## src/design/lcrc_pkg.sv

```systemverilog
// Package for the LED current range and code unit: constants, tables, microcode.
`default_nettype none
package lcrc_pkg;

  localparam int NUM_RANGES = 8;
  localparam int CODE_BITS  = 12;

  localparam int LOAD_W  = 22;
  localparam int LIMIT_W = 22;
  localparam int REXT_W  = 20;
  localparam int VMAX_W  = 16;
  localparam int BASE_W  = 16;
  localparam int SEL_W   = 3;
  localparam int STAT_W  = 2;
  localparam int CIDX_W  = 2;
  localparam int PC_W    = 4;

  // Divider: dividend wide enough for the code product and the 32-bit limit
  // product, quotient grows in place, one bit per cycle.
  localparam int NUM_W     = (LOAD_W + CODE_BITS > 32) ? LOAD_W + CODE_BITS : 32;
  localparam int DIV_STEPS = NUM_W;
  localparam int CNT_W     = 6;

  localparam logic [LIMIT_W-1:0]   LIMIT_MAX  = {LIMIT_W{1'b1}};
  localparam logic [CODE_BITS-1:0] FULL_SCALE = {CODE_BITS{1'b1}};
  localparam logic [SEL_W-1:0]     LAST_IDX   = SEL_W'(NUM_RANGES - 1);
  localparam logic [BASE_W-1:0]    BASE_TOP   = 16'd50000;

  // Register indexes
  localparam logic [CIDX_W-1:0] REG_EXT_R   = 2'd0;
  localparam logic [CIDX_W-1:0] REG_VAR_MAX = 2'd1;
  localparam logic [CIDX_W-1:0] REG_EXT_EN  = 2'd2;

  // Status codes
  localparam logic [STAT_W-1:0] ST_OK   = 2'd0;
  localparam logic [STAT_W-1:0] ST_OVER = 2'd1;
  localparam logic [STAT_W-1:0] ST_CLIP = 2'd2;

  // Microcode operations
  localparam logic [3:0] OP_NOP      = 4'd0;
  localparam logic [3:0] OP_REC_INIT = 4'd1;
  localparam logic [3:0] OP_LMUL     = 4'd2;
  localparam logic [3:0] OP_DIV      = 4'd3;
  localparam logic [3:0] OP_LSTORE   = 4'd4;
  localparam logic [3:0] OP_IDLE     = 4'd5;
  localparam logic [3:0] OP_SCAN    = 4'd6;
  localparam logic [3:0] OP_CMUL     = 4'd7;
  localparam logic [3:0] OP_SETCODE  = 4'd8;
  localparam logic [3:0] OP_FIXED    = 4'd9;
  localparam logic [3:0] OP_CLIP     = 4'd10;
  localparam logic [3:0] OP_ERR      = 4'd11;
  localparam logic [3:0] OP_OUT      = 4'd12;

  // Jump conditions (jump to target when true, else fall through)
  localparam logic [3:0] C_NONE        = 4'd0;
  localparam logic [3:0] C_ALWAYS      = 4'd1;
  localparam logic [3:0] C_DIV_BUSY    = 4'd2;
  localparam logic [3:0] C_NOT_LAST    = 4'd3;
  localparam logic [3:0] C_NO_ACCEPT   = 4'd4;
  localparam logic [3:0] C_FIXED_MODE  = 4'd5;
  localparam logic [3:0] C_SCAN_MISS   = 4'd6;
  localparam logic [3:0] C_NO_HIT      = 4'd7;
  localparam logic [3:0] C_NOT_OVER    = 4'd8;
  localparam logic [3:0] C_OUT_BLOCKED = 4'd9;

  // Program addresses
  localparam logic [PC_W-1:0] PC_REC_INIT = 4'd0;
  localparam logic [PC_W-1:0] PC_LMUL     = 4'd1;
  localparam logic [PC_W-1:0] PC_LDIV     = 4'd2;
  localparam logic [PC_W-1:0] PC_LSTORE   = 4'd3;
  localparam logic [PC_W-1:0] PC_IDLE     = 4'd4;
  localparam logic [PC_W-1:0] PC_BRANCH   = 4'd5;
  localparam logic [PC_W-1:0] PC_SCAN     = 4'd6;
  localparam logic [PC_W-1:0] PC_CHECK    = 4'd7;
  localparam logic [PC_W-1:0] PC_CMUL     = 4'd8;
  localparam logic [PC_W-1:0] PC_CDIV     = 4'd9;
  localparam logic [PC_W-1:0] PC_SETCODE  = 4'd10;
  localparam logic [PC_W-1:0] PC_FIXED    = 4'd11;
  localparam logic [PC_W-1:0] PC_CLIP     = 4'd12;
  localparam logic [PC_W-1:0] PC_ERR      = 4'd13;
  localparam logic [PC_W-1:0] PC_OUT      = 4'd14;
  localparam logic [PC_W-1:0] PC_GOTO     = 4'd15;

  typedef struct packed {
    logic [3:0]      op;
    logic [3:0]      cond;
    logic [PC_W-1:0] target;
  } ucw_t;

  function automatic logic [BASE_W-1:0] base_limit(input logic [SEL_W-1:0] idx);
    logic [BASE_W-1:0] v;
    case (idx)
      3'd0:    v = 16'd5000;
      3'd1:    v = 16'd10000;
      3'd2:    v = 16'd15000;
      3'd3:    v = 16'd20000;
      3'd4:    v = 16'd23000;
      3'd5:    v = 16'd25000;
      3'd6:    v = 16'd30000;
      default: v = BASE_TOP;
    endcase
    return v;
  endfunction

  function automatic ucw_t ucode(input logic [PC_W-1:0] pc);
    ucw_t w;
    case (pc)
      PC_REC_INIT: w = '{OP_REC_INIT, C_NONE,        PC_LMUL};
      PC_LMUL:     w = '{OP_LMUL,     C_NONE,        PC_LDIV};
      PC_LDIV:     w = '{OP_DIV,      C_DIV_BUSY,    PC_LDIV};
      PC_LSTORE:   w = '{OP_LSTORE,   C_NOT_LAST,    PC_LMUL};
      PC_IDLE:     w = '{OP_IDLE,     C_NO_ACCEPT,   PC_IDLE};
      PC_BRANCH:   w = '{OP_NOP,      C_FIXED_MODE,  PC_FIXED};
      PC_SCAN:     w = '{OP_SCAN,     C_SCAN_MISS,   PC_SCAN};
      PC_CHECK:    w = '{OP_NOP,      C_NO_HIT,      PC_ERR};
      PC_CMUL:     w = '{OP_CMUL,     C_NONE,        PC_CDIV};
      PC_CDIV:     w = '{OP_DIV,      C_DIV_BUSY,    PC_CDIV};
      PC_SETCODE:  w = '{OP_SETCODE,  C_ALWAYS,      PC_OUT};
      PC_FIXED:    w = '{OP_FIXED,    C_NOT_OVER,    PC_CMUL};
      PC_CLIP:     w = '{OP_CLIP,     C_ALWAYS,      PC_OUT};
      PC_ERR:      w = '{OP_ERR,      C_NONE,        PC_OUT};
      PC_OUT:      w = '{OP_OUT,      C_OUT_BLOCKED, PC_OUT};
      PC_GOTO:     w = '{OP_NOP,      C_ALWAYS,      PC_IDLE};
      default:     w = '{OP_NOP,      C_ALWAYS,      PC_REC_INIT};
    endcase
    return w;
  endfunction

endpackage
`default_nettype wire

```

## src/design/led_current_range_and_code_unit.sv

```systemverilog
// LED current range and code unit: microcoded sequencer with a shared serial divider.
//
//  channel   | dir | handshake          | payload
//  ----------+-----+--------------------+------------------------------------------
//  in_       | in  | in_tvalid/tready   | in_tdata: load_ua[21:0]
//  out_      | out | out_tvalid/tready  | out_tdata: set0_byte[7:0], set1_byte[14:8],
//            |     |                    |            status[16:15]
//  cfg_      | in  | cfg_wr_en          | cfg_index (0 ext R, 1 variant max, 2 enable)
//
// Paths: scaled mode scans n = 1..8 limits, then runs the serial divide;
//   fixed range skips the scan and runs the divide, while a clipped request
//   or one with no limit above it skips the divide and goes to the output step.
// Reset and every write to a known register run the limit recompute program
//   for all 8 limits with in_tready low.
// A full output register holds the sequencer at its output step until taken.
`default_nettype none
module led_current_range_and_code_unit (
  input  wire logic        clk,
  input  wire logic        rst_n,
  input  wire logic        in_tvalid,
  output logic             in_tready,
  input  wire logic [23:0] in_tdata,    // [21:0] load_ua, [23:22] zero
  output logic             out_tvalid,
  input  wire logic        out_tready,
  output logic [23:0]      out_tdata,   // [7:0] set0_byte, [14:8] set1_byte,
                                        // [16:15] status, [23:17] zero
  input  wire logic        cfg_wr_en,
  input  wire logic [1:0]  cfg_index,
  input  wire logic [19:0] cfg_wdata
);

  // Configuration registers
  logic [lcrc_pkg::REXT_W-1:0] rext_r, rext_nxt;
  logic [lcrc_pkg::VMAX_W-1:0] vmax_r, vmax_nxt;
  logic                        en_r, en_nxt;

  // Sequencer
  logic [lcrc_pkg::PC_W-1:0]   pc_r, pc_nxt;
  logic [lcrc_pkg::SEL_W-1:0]  idx_r, idx_nxt;
  lcrc_pkg::ucw_t              uw;
  logic                        cond_true;

  // Datapath
  logic [lcrc_pkg::LOAD_W-1:0]  load_r, load_nxt;
  logic [lcrc_pkg::NUM_W-1:0]   num_r, num_nxt;      // dividend, becomes quotient
  logic [lcrc_pkg::LIMIT_W-1:0] rem_r, rem_nxt;
  logic [lcrc_pkg::LIMIT_W-1:0] den_r, den_nxt;
  logic [lcrc_pkg::CNT_W-1:0]   cnt_r, cnt_nxt;
  logic [lcrc_pkg::LIMIT_W-1:0] limits_r [lcrc_pkg::NUM_RANGES];
  logic [lcrc_pkg::LIMIT_W-1:0] limits_nxt [lcrc_pkg::NUM_RANGES];

  // Result and output register
  logic [lcrc_pkg::CODE_BITS-1:0] code_r, code_nxt;
  logic [lcrc_pkg::SEL_W-1:0]     sel_r, sel_nxt;
  logic [lcrc_pkg::STAT_W-1:0]    stat_r, stat_nxt;
  logic                           out_valid_r, out_valid_nxt;
  logic [23:0]                    out_data_r, out_data_nxt;

  // Combinational helpers
  logic                         in_xfer;
  logic                         hit;
  logic [lcrc_pkg::LIMIT_W-1:0] cur_limit;
  logic [lcrc_pkg::LIMIT_W-1:0] fixed_limit;
  logic [31:0]                  lim_prod;
  logic [lcrc_pkg::NUM_W-1:0]   code_prod;
  logic [lcrc_pkg::LIMIT_W:0]   rem_sh;
  logic                         rem_ge;
  logic                         out_blocked;
  logic [15:0]                  code_ext;

  assign uw          = lcrc_pkg::ucode(pc_r);
  assign in_tready   = (pc_r == lcrc_pkg::PC_IDLE) && !cfg_wr_en;
  assign in_xfer     = in_tvalid && in_tready;
  assign cur_limit   = limits_r[idx_r];
  assign hit         = load_r < cur_limit;
  assign out_blocked = out_valid_r && !out_tready;
  assign out_tvalid  = out_valid_r;
  assign out_tdata   = out_data_r;
  assign code_ext    = 16'(code_r);

  // Fixed mode uses the top range's base limit
  assign fixed_limit = lcrc_pkg::LIMIT_W'(lcrc_pkg::base_limit(lcrc_pkg::LAST_IDX));

  // One multiplier per operation kind; each feeds a register.
  assign lim_prod  = 32'(lcrc_pkg::base_limit(idx_r)) * 32'(vmax_r);
  assign code_prod = lcrc_pkg::NUM_W'(lcrc_pkg::FULL_SCALE) * lcrc_pkg::NUM_W'(load_r);

  // Restoring divide step
  assign rem_sh = {rem_r, num_r[lcrc_pkg::NUM_W-1]};
  assign rem_ge = rem_sh >= {1'b0, den_r};

  always_comb begin
    case (uw.cond)
      lcrc_pkg::C_NONE:        cond_true = 1'b0;
      lcrc_pkg::C_ALWAYS:      cond_true = 1'b1;
      lcrc_pkg::C_DIV_BUSY:    cond_true = cnt_r != lcrc_pkg::CNT_W'(1);
      lcrc_pkg::C_NOT_LAST:    cond_true = idx_r != lcrc_pkg::LAST_IDX;
      lcrc_pkg::C_NO_ACCEPT:   cond_true = !in_xfer;
      lcrc_pkg::C_FIXED_MODE:  cond_true = !en_r;
      lcrc_pkg::C_SCAN_MISS:   cond_true = !hit && (idx_r != lcrc_pkg::LAST_IDX);
      lcrc_pkg::C_NO_HIT:      cond_true = !hit;
      lcrc_pkg::C_NOT_OVER:    cond_true = load_r <= fixed_limit;
      lcrc_pkg::C_OUT_BLOCKED: cond_true = out_blocked;
      default:                 cond_true = 1'b0;
    endcase
  end

  always_comb begin
    rext_nxt      = rext_r;
    vmax_nxt      = vmax_r;
    en_nxt        = en_r;
    idx_nxt       = idx_r;
    load_nxt      = load_r;
    num_nxt       = num_r;
    rem_nxt       = rem_r;
    den_nxt       = den_r;
    cnt_nxt       = cnt_r;
    limits_nxt    = limits_r;
    code_nxt      = code_r;
    sel_nxt       = sel_r;
    stat_nxt      = stat_r;
    out_valid_nxt = out_valid_r && !out_tready;
    out_data_nxt  = out_data_r;
    pc_nxt        = cond_true ? uw.target : pc_r + lcrc_pkg::PC_W'(1);

    case (uw.op)
      lcrc_pkg::OP_REC_INIT: begin
        idx_nxt = '0;
      end
      lcrc_pkg::OP_LMUL: begin
        num_nxt = lcrc_pkg::NUM_W'(lim_prod);
        den_nxt = lcrc_pkg::LIMIT_W'(rext_r);
        rem_nxt = '0;
        cnt_nxt = lcrc_pkg::CNT_W'(lcrc_pkg::DIV_STEPS);
      end
      lcrc_pkg::OP_DIV: begin
        rem_nxt = rem_ge ? lcrc_pkg::LIMIT_W'(rem_sh - {1'b0, den_r})
                         : rem_sh[lcrc_pkg::LIMIT_W-1:0];
        num_nxt = {num_r[lcrc_pkg::NUM_W-2:0], rem_ge};
        cnt_nxt = cnt_r - lcrc_pkg::CNT_W'(1);
      end
      lcrc_pkg::OP_LSTORE: begin
        // zero resistor or overflow saturates
        if ((rext_r == '0) || (num_r > lcrc_pkg::NUM_W'(lcrc_pkg::LIMIT_MAX))) begin
          limits_nxt[idx_r] = lcrc_pkg::LIMIT_MAX;
        end else begin
          limits_nxt[idx_r] = num_r[lcrc_pkg::LIMIT_W-1:0];
        end
        if (idx_r != lcrc_pkg::LAST_IDX) begin
          idx_nxt = idx_r + lcrc_pkg::SEL_W'(1);
        end
      end
      lcrc_pkg::OP_IDLE: begin
        if (in_xfer) begin
          load_nxt = in_tdata[lcrc_pkg::LOAD_W-1:0];
          idx_nxt  = '0;
        end
      end
      lcrc_pkg::OP_SCAN: begin
        if (!hit && (idx_r != lcrc_pkg::LAST_IDX)) begin
          idx_nxt = idx_r + lcrc_pkg::SEL_W'(1);
        end
      end
      lcrc_pkg::OP_CMUL: begin
        num_nxt = code_prod;
        den_nxt = en_r ? cur_limit : fixed_limit;
        rem_nxt = '0;
        cnt_nxt = lcrc_pkg::CNT_W'(lcrc_pkg::DIV_STEPS);
      end
      lcrc_pkg::OP_SETCODE: begin
        // quotient stays below full scale + 1 by construction
        code_nxt = num_r[lcrc_pkg::CODE_BITS-1:0];
        sel_nxt  = idx_r;
        stat_nxt = lcrc_pkg::ST_OK;
      end
      lcrc_pkg::OP_FIXED: begin
        idx_nxt = lcrc_pkg::LAST_IDX;
      end
      lcrc_pkg::OP_CLIP: begin
        code_nxt = lcrc_pkg::FULL_SCALE;
        sel_nxt  = lcrc_pkg::LAST_IDX;
        stat_nxt = lcrc_pkg::ST_CLIP;
      end
      lcrc_pkg::OP_ERR: begin
        code_nxt = '0;
        sel_nxt  = '0;
        stat_nxt = lcrc_pkg::ST_OVER;
      end
      lcrc_pkg::OP_OUT: begin
        if (!out_blocked) begin
          out_valid_nxt = 1'b1;
          out_data_nxt  = {7'd0, stat_r, sel_r, code_ext[11:8], code_ext[7:0]};
        end
      end
      default: begin
      end
    endcase

    // Writes to the three named registers restart the limit recompute program.
    if (cfg_wr_en) begin
      case (cfg_index)
        lcrc_pkg::REG_EXT_R: begin
          rext_nxt = cfg_wdata;
          pc_nxt   = lcrc_pkg::PC_REC_INIT;
        end
        lcrc_pkg::REG_VAR_MAX: begin
          vmax_nxt = cfg_wdata[lcrc_pkg::VMAX_W-1:0];
          pc_nxt   = lcrc_pkg::PC_REC_INIT;
        end
        lcrc_pkg::REG_EXT_EN: begin
          en_nxt = cfg_wdata[0];
          pc_nxt = lcrc_pkg::PC_REC_INIT;
        end
        default: begin
        end
      endcase
    end
  end

  always_ff @(posedge clk) begin
    if (!rst_n) begin
      pc_r        <= lcrc_pkg::PC_REC_INIT;
      out_valid_r <= 1'b0;
      rext_r      <= 20'd60000;
      vmax_r      <= 16'd60000;
      en_r        <= 1'b0;
    end else begin
      pc_r        <= pc_nxt;
      out_valid_r <= out_valid_nxt;
      rext_r      <= rext_nxt;
      vmax_r      <= vmax_nxt;
      en_r        <= en_nxt;
    end
  end

  always_ff @(posedge clk) begin
    idx_r      <= idx_nxt;
    load_r     <= load_nxt;
    num_r      <= num_nxt;
    rem_r      <= rem_nxt;
    den_r      <= den_nxt;
    cnt_r      <= cnt_nxt;
    limits_r   <= limits_nxt;
    code_r     <= code_nxt;
    sel_r      <= sel_nxt;
    stat_r     <= stat_nxt;
    out_data_r <= out_data_nxt;
  end

endmodule
`default_nettype wire

```

## config.mk

```make
export PLATFORM = sky130hd
export DESIGN_NAME = led_current_range_and_code_unit
export DESIGN_NICKNAME = d
export VERILOG_FILES = /design/src/design/lcrc_pkg.sv /design/src/design/led_current_range_and_code_unit.sv
export SDC_FILE = /design/constraint.sdc
export NUM_CORES = 2
export LEC_CHECK = 0
export ABC_CLOCK_PERIOD_IN_PS = 17550
export BUFFER_PORTS_ARGS = -buffer_cell sky130_fd_sc_hd__buf_4
export CAP_MARGIN = 20
export CORE_MARGIN = 5
export CORE_UTILIZATION = 41
export CTS_CLUSTER_DIAMETER = 200
export DETAILED_ROUTE_END_ITERATION = 10
export GPL_ROUTABILITY_DRIVEN = 1
export PLACE_DENSITY = 0.57
export SLEW_MARGIN = 10
export SYNTH_ARGS = -nofsm -noshare
export SYNTH_HDL_FRONTEND = slang
export SYNTH_SLANG_ARGS = --single-unit
```

## constraint.sdc

```tcl
create_clock -name clk -period 17.55 [get_ports clk]
set_input_delay 1.755 -clock clk [delete_from_list [all_inputs] [get_ports clk]]
set_output_delay 1.755 -clock clk [all_outputs]
set_load 0.005 [all_outputs]
```

After elaboration in Yosys (flattened, before gate mapping)
Memory sizes are Yosys's and may differ from the RTL's. A register that Yosys moved wholly into a read port is not among the register bits.
Cells that the tools add are included.
{ "op_classes": {"bitwise": 3, "eq_ne": 35, "n_reduce_logical": 27, "n_mux": 27, "magnitude_cmp": 6, "multipliers": 2, "add_sub_neg": 4} }
{ "ops": {"columns": ["operator", "n"], "rows": [
  ["176-bit bitwise mux", 1],
  ["176-bit two-way mux", 1],
  ["176-bit OR", 1],
  ["16-bit one-hot mux with 7 select lines", 1],
  ["22-bit two-way mux", 5],
  ["34-bit one-hot mux with 3 select lines", 1],
  ["22-bit one-hot mux with 2 select lines", 2],
  ["22-bit binary-select mux with 3-bit select", 1],
  ["22-bit demux with 3-bit select", 1],
  ["4-bit by 3-bit == test with 1-bit output (second input constant)", 9],
  ["12-bit one-hot mux with 3 select lines", 1],
  ["34-bit by 22-bit greater-than comparator with 1-bit output (second input constant)", 1],
  ["12-bit by 22-bit multiplier with 34-bit output (first input constant)", 1],
  ["16-bit by 16-bit multiplier with 32-bit output", 1],
  ["4-bit == test (second input constant)", 7],
  ["23-bit by 22-bit greater-or-equal comparator with 1-bit output", 1],
  ["22-bit by 16-bit less-or-equal comparator with 1-bit output (second input constant)", 1],
  ["22-bit less-than comparator", 1],
  ["22-bit subtractor", 1],
  ["20-bit logical NOT", 1],
  ["4-bit by 2-bit == test with 1-bit output (second input constant)", 4],
  ["4-bit two-way mux", 4],
  ["3-bit one-hot mux with 5 select lines", 1],
  ["6-bit one-hot mux with 2 select lines", 1],
  ["other kinds (33)", 55]
]} }
{ "word_totals": {"out_inout_bits": 26, "input_bits": 51, "word_cells": 128, "mem_count": 1, "register_bits": 361, "romBits": 192} }
{ "mem_list": {"columns": ["name", "words", "word_bits", "rd", "rd_clocked_by_memory_dff", "write_ports", "line_no", "text"], "rows": [
  ["(no name shown)", 16, 12, 1, 1, 0, "lcrc_pkg.sv:107", "case (pc)"]
]} }

Depth between registers and ports, before layout
{ "depth": {"word_depth": 12, "depth_mapped": 31, "ltp_nobuf": 29} }

Worst setup path before layout
No wires, ideal clock.
{ "synth_path": {"path_kind": "register to register", "start": "register idx_r[1] (netlist bit)", "end": "register num_r[30] (netlist bit), data pin", "stages_incl_launch_ff": 29, "n_path_buf": 3, "t_required_ns": 17.412, "synth_period_minus_slack_ns": 7.574, "setup_time_ns": 0.138, "arrival_time_ns": 7.436, "slack_ns": 9.976, "cell_sequence": "edfxtp_1 buf_2 inv_1 ha_1 or2_2 clkbuf_1 nor3_1 a21o_1 a211o_1 clkbuf_1 nand2_1 fa_1 fa_1 inv_1 fa_1 fa_1 fa_1 inv_1 fa_1 inv_1 ha_1 a21o_1 a21o_1 a211oi_1 o221ai_1 o21ai_1 o21ai_0 or3_1 nand4_1"} }
{ "synth_via": {"elab_chain_cells": 4, "word_cells_on_any_way": 10} }
{ "synth_lines": {"columns": ["item", "line_no", "text"], "rows": [
  ["start: declaration", "led_current_range_and_code_unit.sv:39", "logic [lcrc_pkg::SEL_W-1:0] idx_r, idx_nxt;"],
  ["start signal: assignment", "led_current_range_and_code_unit.sv:237", "idx_r <= idx_nxt;"],
  ["3-bit == test (tied with other cells)", "lcrc_pkg.sv:92", "case (idx)"],
  ["16-bit one-hot mux with 7 select lines *", "lcrc_pkg.sv:92", null],
  ["16-bit by 16-bit multiplier with 32-bit output *", "led_current_range_and_code_unit.sv:85", "assign lim_prod = 32'(lcrc_pkg::base_limit(idx_r)) * 32'(vmax_r);"],
  ["34-bit one-hot mux with 3 select lines *", "led_current_range_and_code_unit.sv:126", "case (uw.op)"],
  ["named net num_nxt (one bit)", "led_current_range_and_code_unit.sv:45", "logic [lcrc_pkg::NUM_W-1:0] num_r, num_nxt;"],
  ["end signal: assignment", "led_current_range_and_code_unit.sv:239", "num_r <= num_nxt;"],
  ["end: declaration", "led_current_range_and_code_unit.sv:45", null]
]} }
Mark *: on every way through the listed nets, which the timed path passes. The rest lies on a longest branch.
A chain may end at the register's enable or synchronous reset.

Final worst setup path
{ "layout_path": {"start": "register idx_r[0] (netlist bit)", "end": "register num_r[31] (netlist bit), data pin"} }
Same word-level chain as after synthesis.

==> metrics.md <==
| Metric | Value |
|---|---|
| Total grt overflow | `0` |
| Final period util | `54.3%` |
| Max Clk Rate | `105 MHz` |
| Pins Over Slew Limit | `0` |
| Endpoints failing hold | `0` |
| Top_reg_cell synth | `edfxtp_1` |
| Post-CTS sizing | `0` |
| Post-route minimum period | `9540 ps` |
| Final setup viols | `0` |
| HP Start | `code_r[10]` |
| Crit Path Max Fanout | `18` |
| Min-delay worst type | `flip-flop to flip-flop` |
| Count of warnings emitted by yosys | `0` |
| Via density per instance | `5.53` |
| Reg-to-reg startpoint | `idx_r[0]` |
| Fin Hold WS | `420 ps` |
| Synth Area in Simple Gates | `14.8%` |
| DR iter-0 viols | `2099` |
| Dpl cells | `4095` |
| First-pass GRT wire length | `135 mm` |
| Sequential element share of the synthesized area | `34.3%` |
| Post-route ant nets | `0` |
| Width of the die | `285 um` |
| Synth Register Bits | `373` |
| Maxcap violations | `0` |
| Wire length per cell | `20.8 um` |
| Setup Skew | `44.1 ps` |
| Hpwl dp | `65.1 mm` |
| RSZ-0062 raised after global routing | `false` |
| CTS buffer count | `45` |
| # hold bufs at CTS | `0` |
| Area leader, netlist | `edfxtp_1` |
| Die area | `81500 um^2` |
| Synth unique cells | `84` |
| Multiplexer share of the synthesized area | `0.760%` |
| Worst-path clk slew | `70 ps` |
| Vias in the first global route | `23500` |
| Core Region | `75600 um^2` |
| Max transition margin | `33.4%` |
| Layout area overhead | `9.20%` |
| Gr usage total | `21.0%` |
| Critical Path Start Type | `flip-flop` |
| Pre-CTS WS | `8020 ps` |
| Synth Area in Compound Gates | `13.2%` |
| I/O Buffers | `67` |
| Crit path kind | `flip-flop to flip-flop` |
| H-tree depth | `2` |
| Largest family of logic cells by synthesized area | `adder cells` |
| ANT cells | `0` |
| Total number of vias | `23100` |
| Worst-margin pin slew | `998 ps` |
| Synth cell count leaders | `nand2_1, inv_1, edfxtp_1` |
| Post-synthesis area per instance | `9.75 um^2` |
| Worst Setup SP | `idx_r[0]` |
| Status | `completed` |
| Clk root buf | `clkbuf_16` |
| # nets final | `3747` |
| Clock tree sinks | `373` |
| Total iterations of the first detailed-routing run | `5` |
| Routed wire length | `86.8 mm` |
| Critical Path RT | `17890 ps` |
| Sum of negative setup slack | `0 ps` |
| I/O pins | `77` |
| Setup crit end kind | `flip-flop` |
| Worst-Skew Late Latency | `610 ps` |
| Fin cells | `4176` |
| Synth top area share | `30.8%` |
| XOR/XNOR Fraction of Synth Area | `1.97%` |
| Initial antenna violation count | `2` |
| Number of synthesized flops with an enable pin | `319` |
| Synthesized cell area | `31100 um^2` |
| DRC | `0` |
| Synth Area in Adders | `28.4%` |
| Row Count | `101` |
| Placer Congestion | `0.893` |
| # Post-CTS Setup Buffers | `0` |
| Final WS setup | `8010 ps` |
| CTS tree | `yes` |
| CP arrival | `9880 ps` |
| Die height | `285 um` |
| Largest net degree at the start of global routing | `79` |
| Share of synthesized registers carrying an async set or reset | `0%` |
| Synth area leaders | `edfxtp_1, fa_1, ha_1, nand2_1, inv_1` |
| Most common cell in the netlist | `nand2_1` |
| Layout cells sized above 1 | `7.35%` |
| Starting Density | `41.2%` |
| Post-synthesis cell count | `3192` |
| CTS max path bufs | `3` |
## per-layer routing
layer / vias to the layer above / wire length, um / GRT usage, %
met5: - / 0 / 0
met1: 11500 / 37000 / 28.4
met2: 668 / 41900 / 35.6
met4: 0 / 2800 / 6.27
li1: 10700 / - / -
met3: 145 / 5080 / 2.90
## path summary, 6_finish.rpt
path / endpoint / slack (ps) / depth (start not counted)
max: num_r[31] / 8010 / 26
min: out_tdata[10] / 420 / 0
max reg2reg: num_r[31] / 8010 / 26
min reg2reg: out_tdata[10] / 420 / 0
## cell families after synthesis
family,Yosys count
buffers and inverters,530
flip-flops,373
XOR/XNOR,70
adder cells (fa/ha/maj),531
other,1
AO/OA/AOI/OAI,655
multiplexers,23
AND/OR/NAND/NOR,1009
## metrics by stage
step | utilization [%] | area (um^2)
floorplan | - | 31100
global placement | 43.0 | 32500
detailed placement | 43.0 | 32500
CTS | 44.9 | 33900
global route | 45.0 | 34000
finish | 45.0 | 34000
## worst max-delay path, stage by stage (launching register included)
cell and delay, ps:
edfxtp_1 680, inv_1 360, ha_1 370, or2_2 510, nor3_1 280, a21o_1 650
a211o_1 650, nand2_1 180, fa_1 480, fa_1 500, fa_1 490, inv_1 60
fa_1 510, fa_1 600, inv_1 70, fa_1 550, inv_1 50, ha_1 350
a21oi_1 260, a21oi_1 110, a211oi_1 300, o221ai_1 310, o21a_1 290, nand2b_1 100
a31oi_1 100, xnor2_1 320, a21oi_1 120
## cell type report
cell class,instances,area (um^2)
Clock buffer,48,1140
Clock inverter,32,289
Sequential cell,373,10700
Timing Repair Buffer,104,813
Fill cell,7189,41600
Multi-Input combinational cell,2295,18500
Inverter,346,1300
Tap cell,978,1220
## cell usage in the layout (no fill, tap or decap), types with 10 or more instances in the layout
cell type / Yosys / routed
nand2_1: 440 / 440
inv_1: 343 / 343
edfxtp_1: 319 / 319
fa_1: 293 / 293
nor2_1: 262 / 262
o21ai_0: 256 / 256
ha_1: 238 / 238
a21oi_1: 120 / 111
buf_4: 8 / 102
and2_1: 97 / 97
a22oi_1: 88 / 88
dfxtp_1: 54 / 54
clkbuf_16: 0 / 45
xnor2_1: 44 / 44
nand3_1: 41 / 41
a21o_1: 33 / 33
a21boi_0: 29 / 29
xor2_1: 26 / 26
and4_1: 25 / 25
mux2i_1: 21 / 21
nor3_1: 29 / 20
or3b_2: 17 / 17
a211oi_1: 16 / 16
or3_1: 15 / 15
a31oi_1: 16 / 15
nand2b_1: 14 / 14
clkinv_1: 2 / 14
nand4_1: 13 / 13
and3_1: 12 / 12
a21oi_2: 2 / 11
nor4_1: 11 / 11
o211ai_1: 10 / 10
o21a_1: 10 / 10
## flip-flops by register name, summed over array words and instances, names as in the netlist, 2 cells and up
register	count
uw	12
load_r	22
pc_r	4
idx_r	3
den_r	22
num_r	34
rem_r	22
stat_r	2
out_tdata	17
vmax_r	16
code_r	12
sel_r	3
rext_r	20
limits_r	176
cnt_r	6
Power is left out: the tool's default activity adds up to more than one toggle a clock period on the data nets, which glitch-free logic cannot reach.
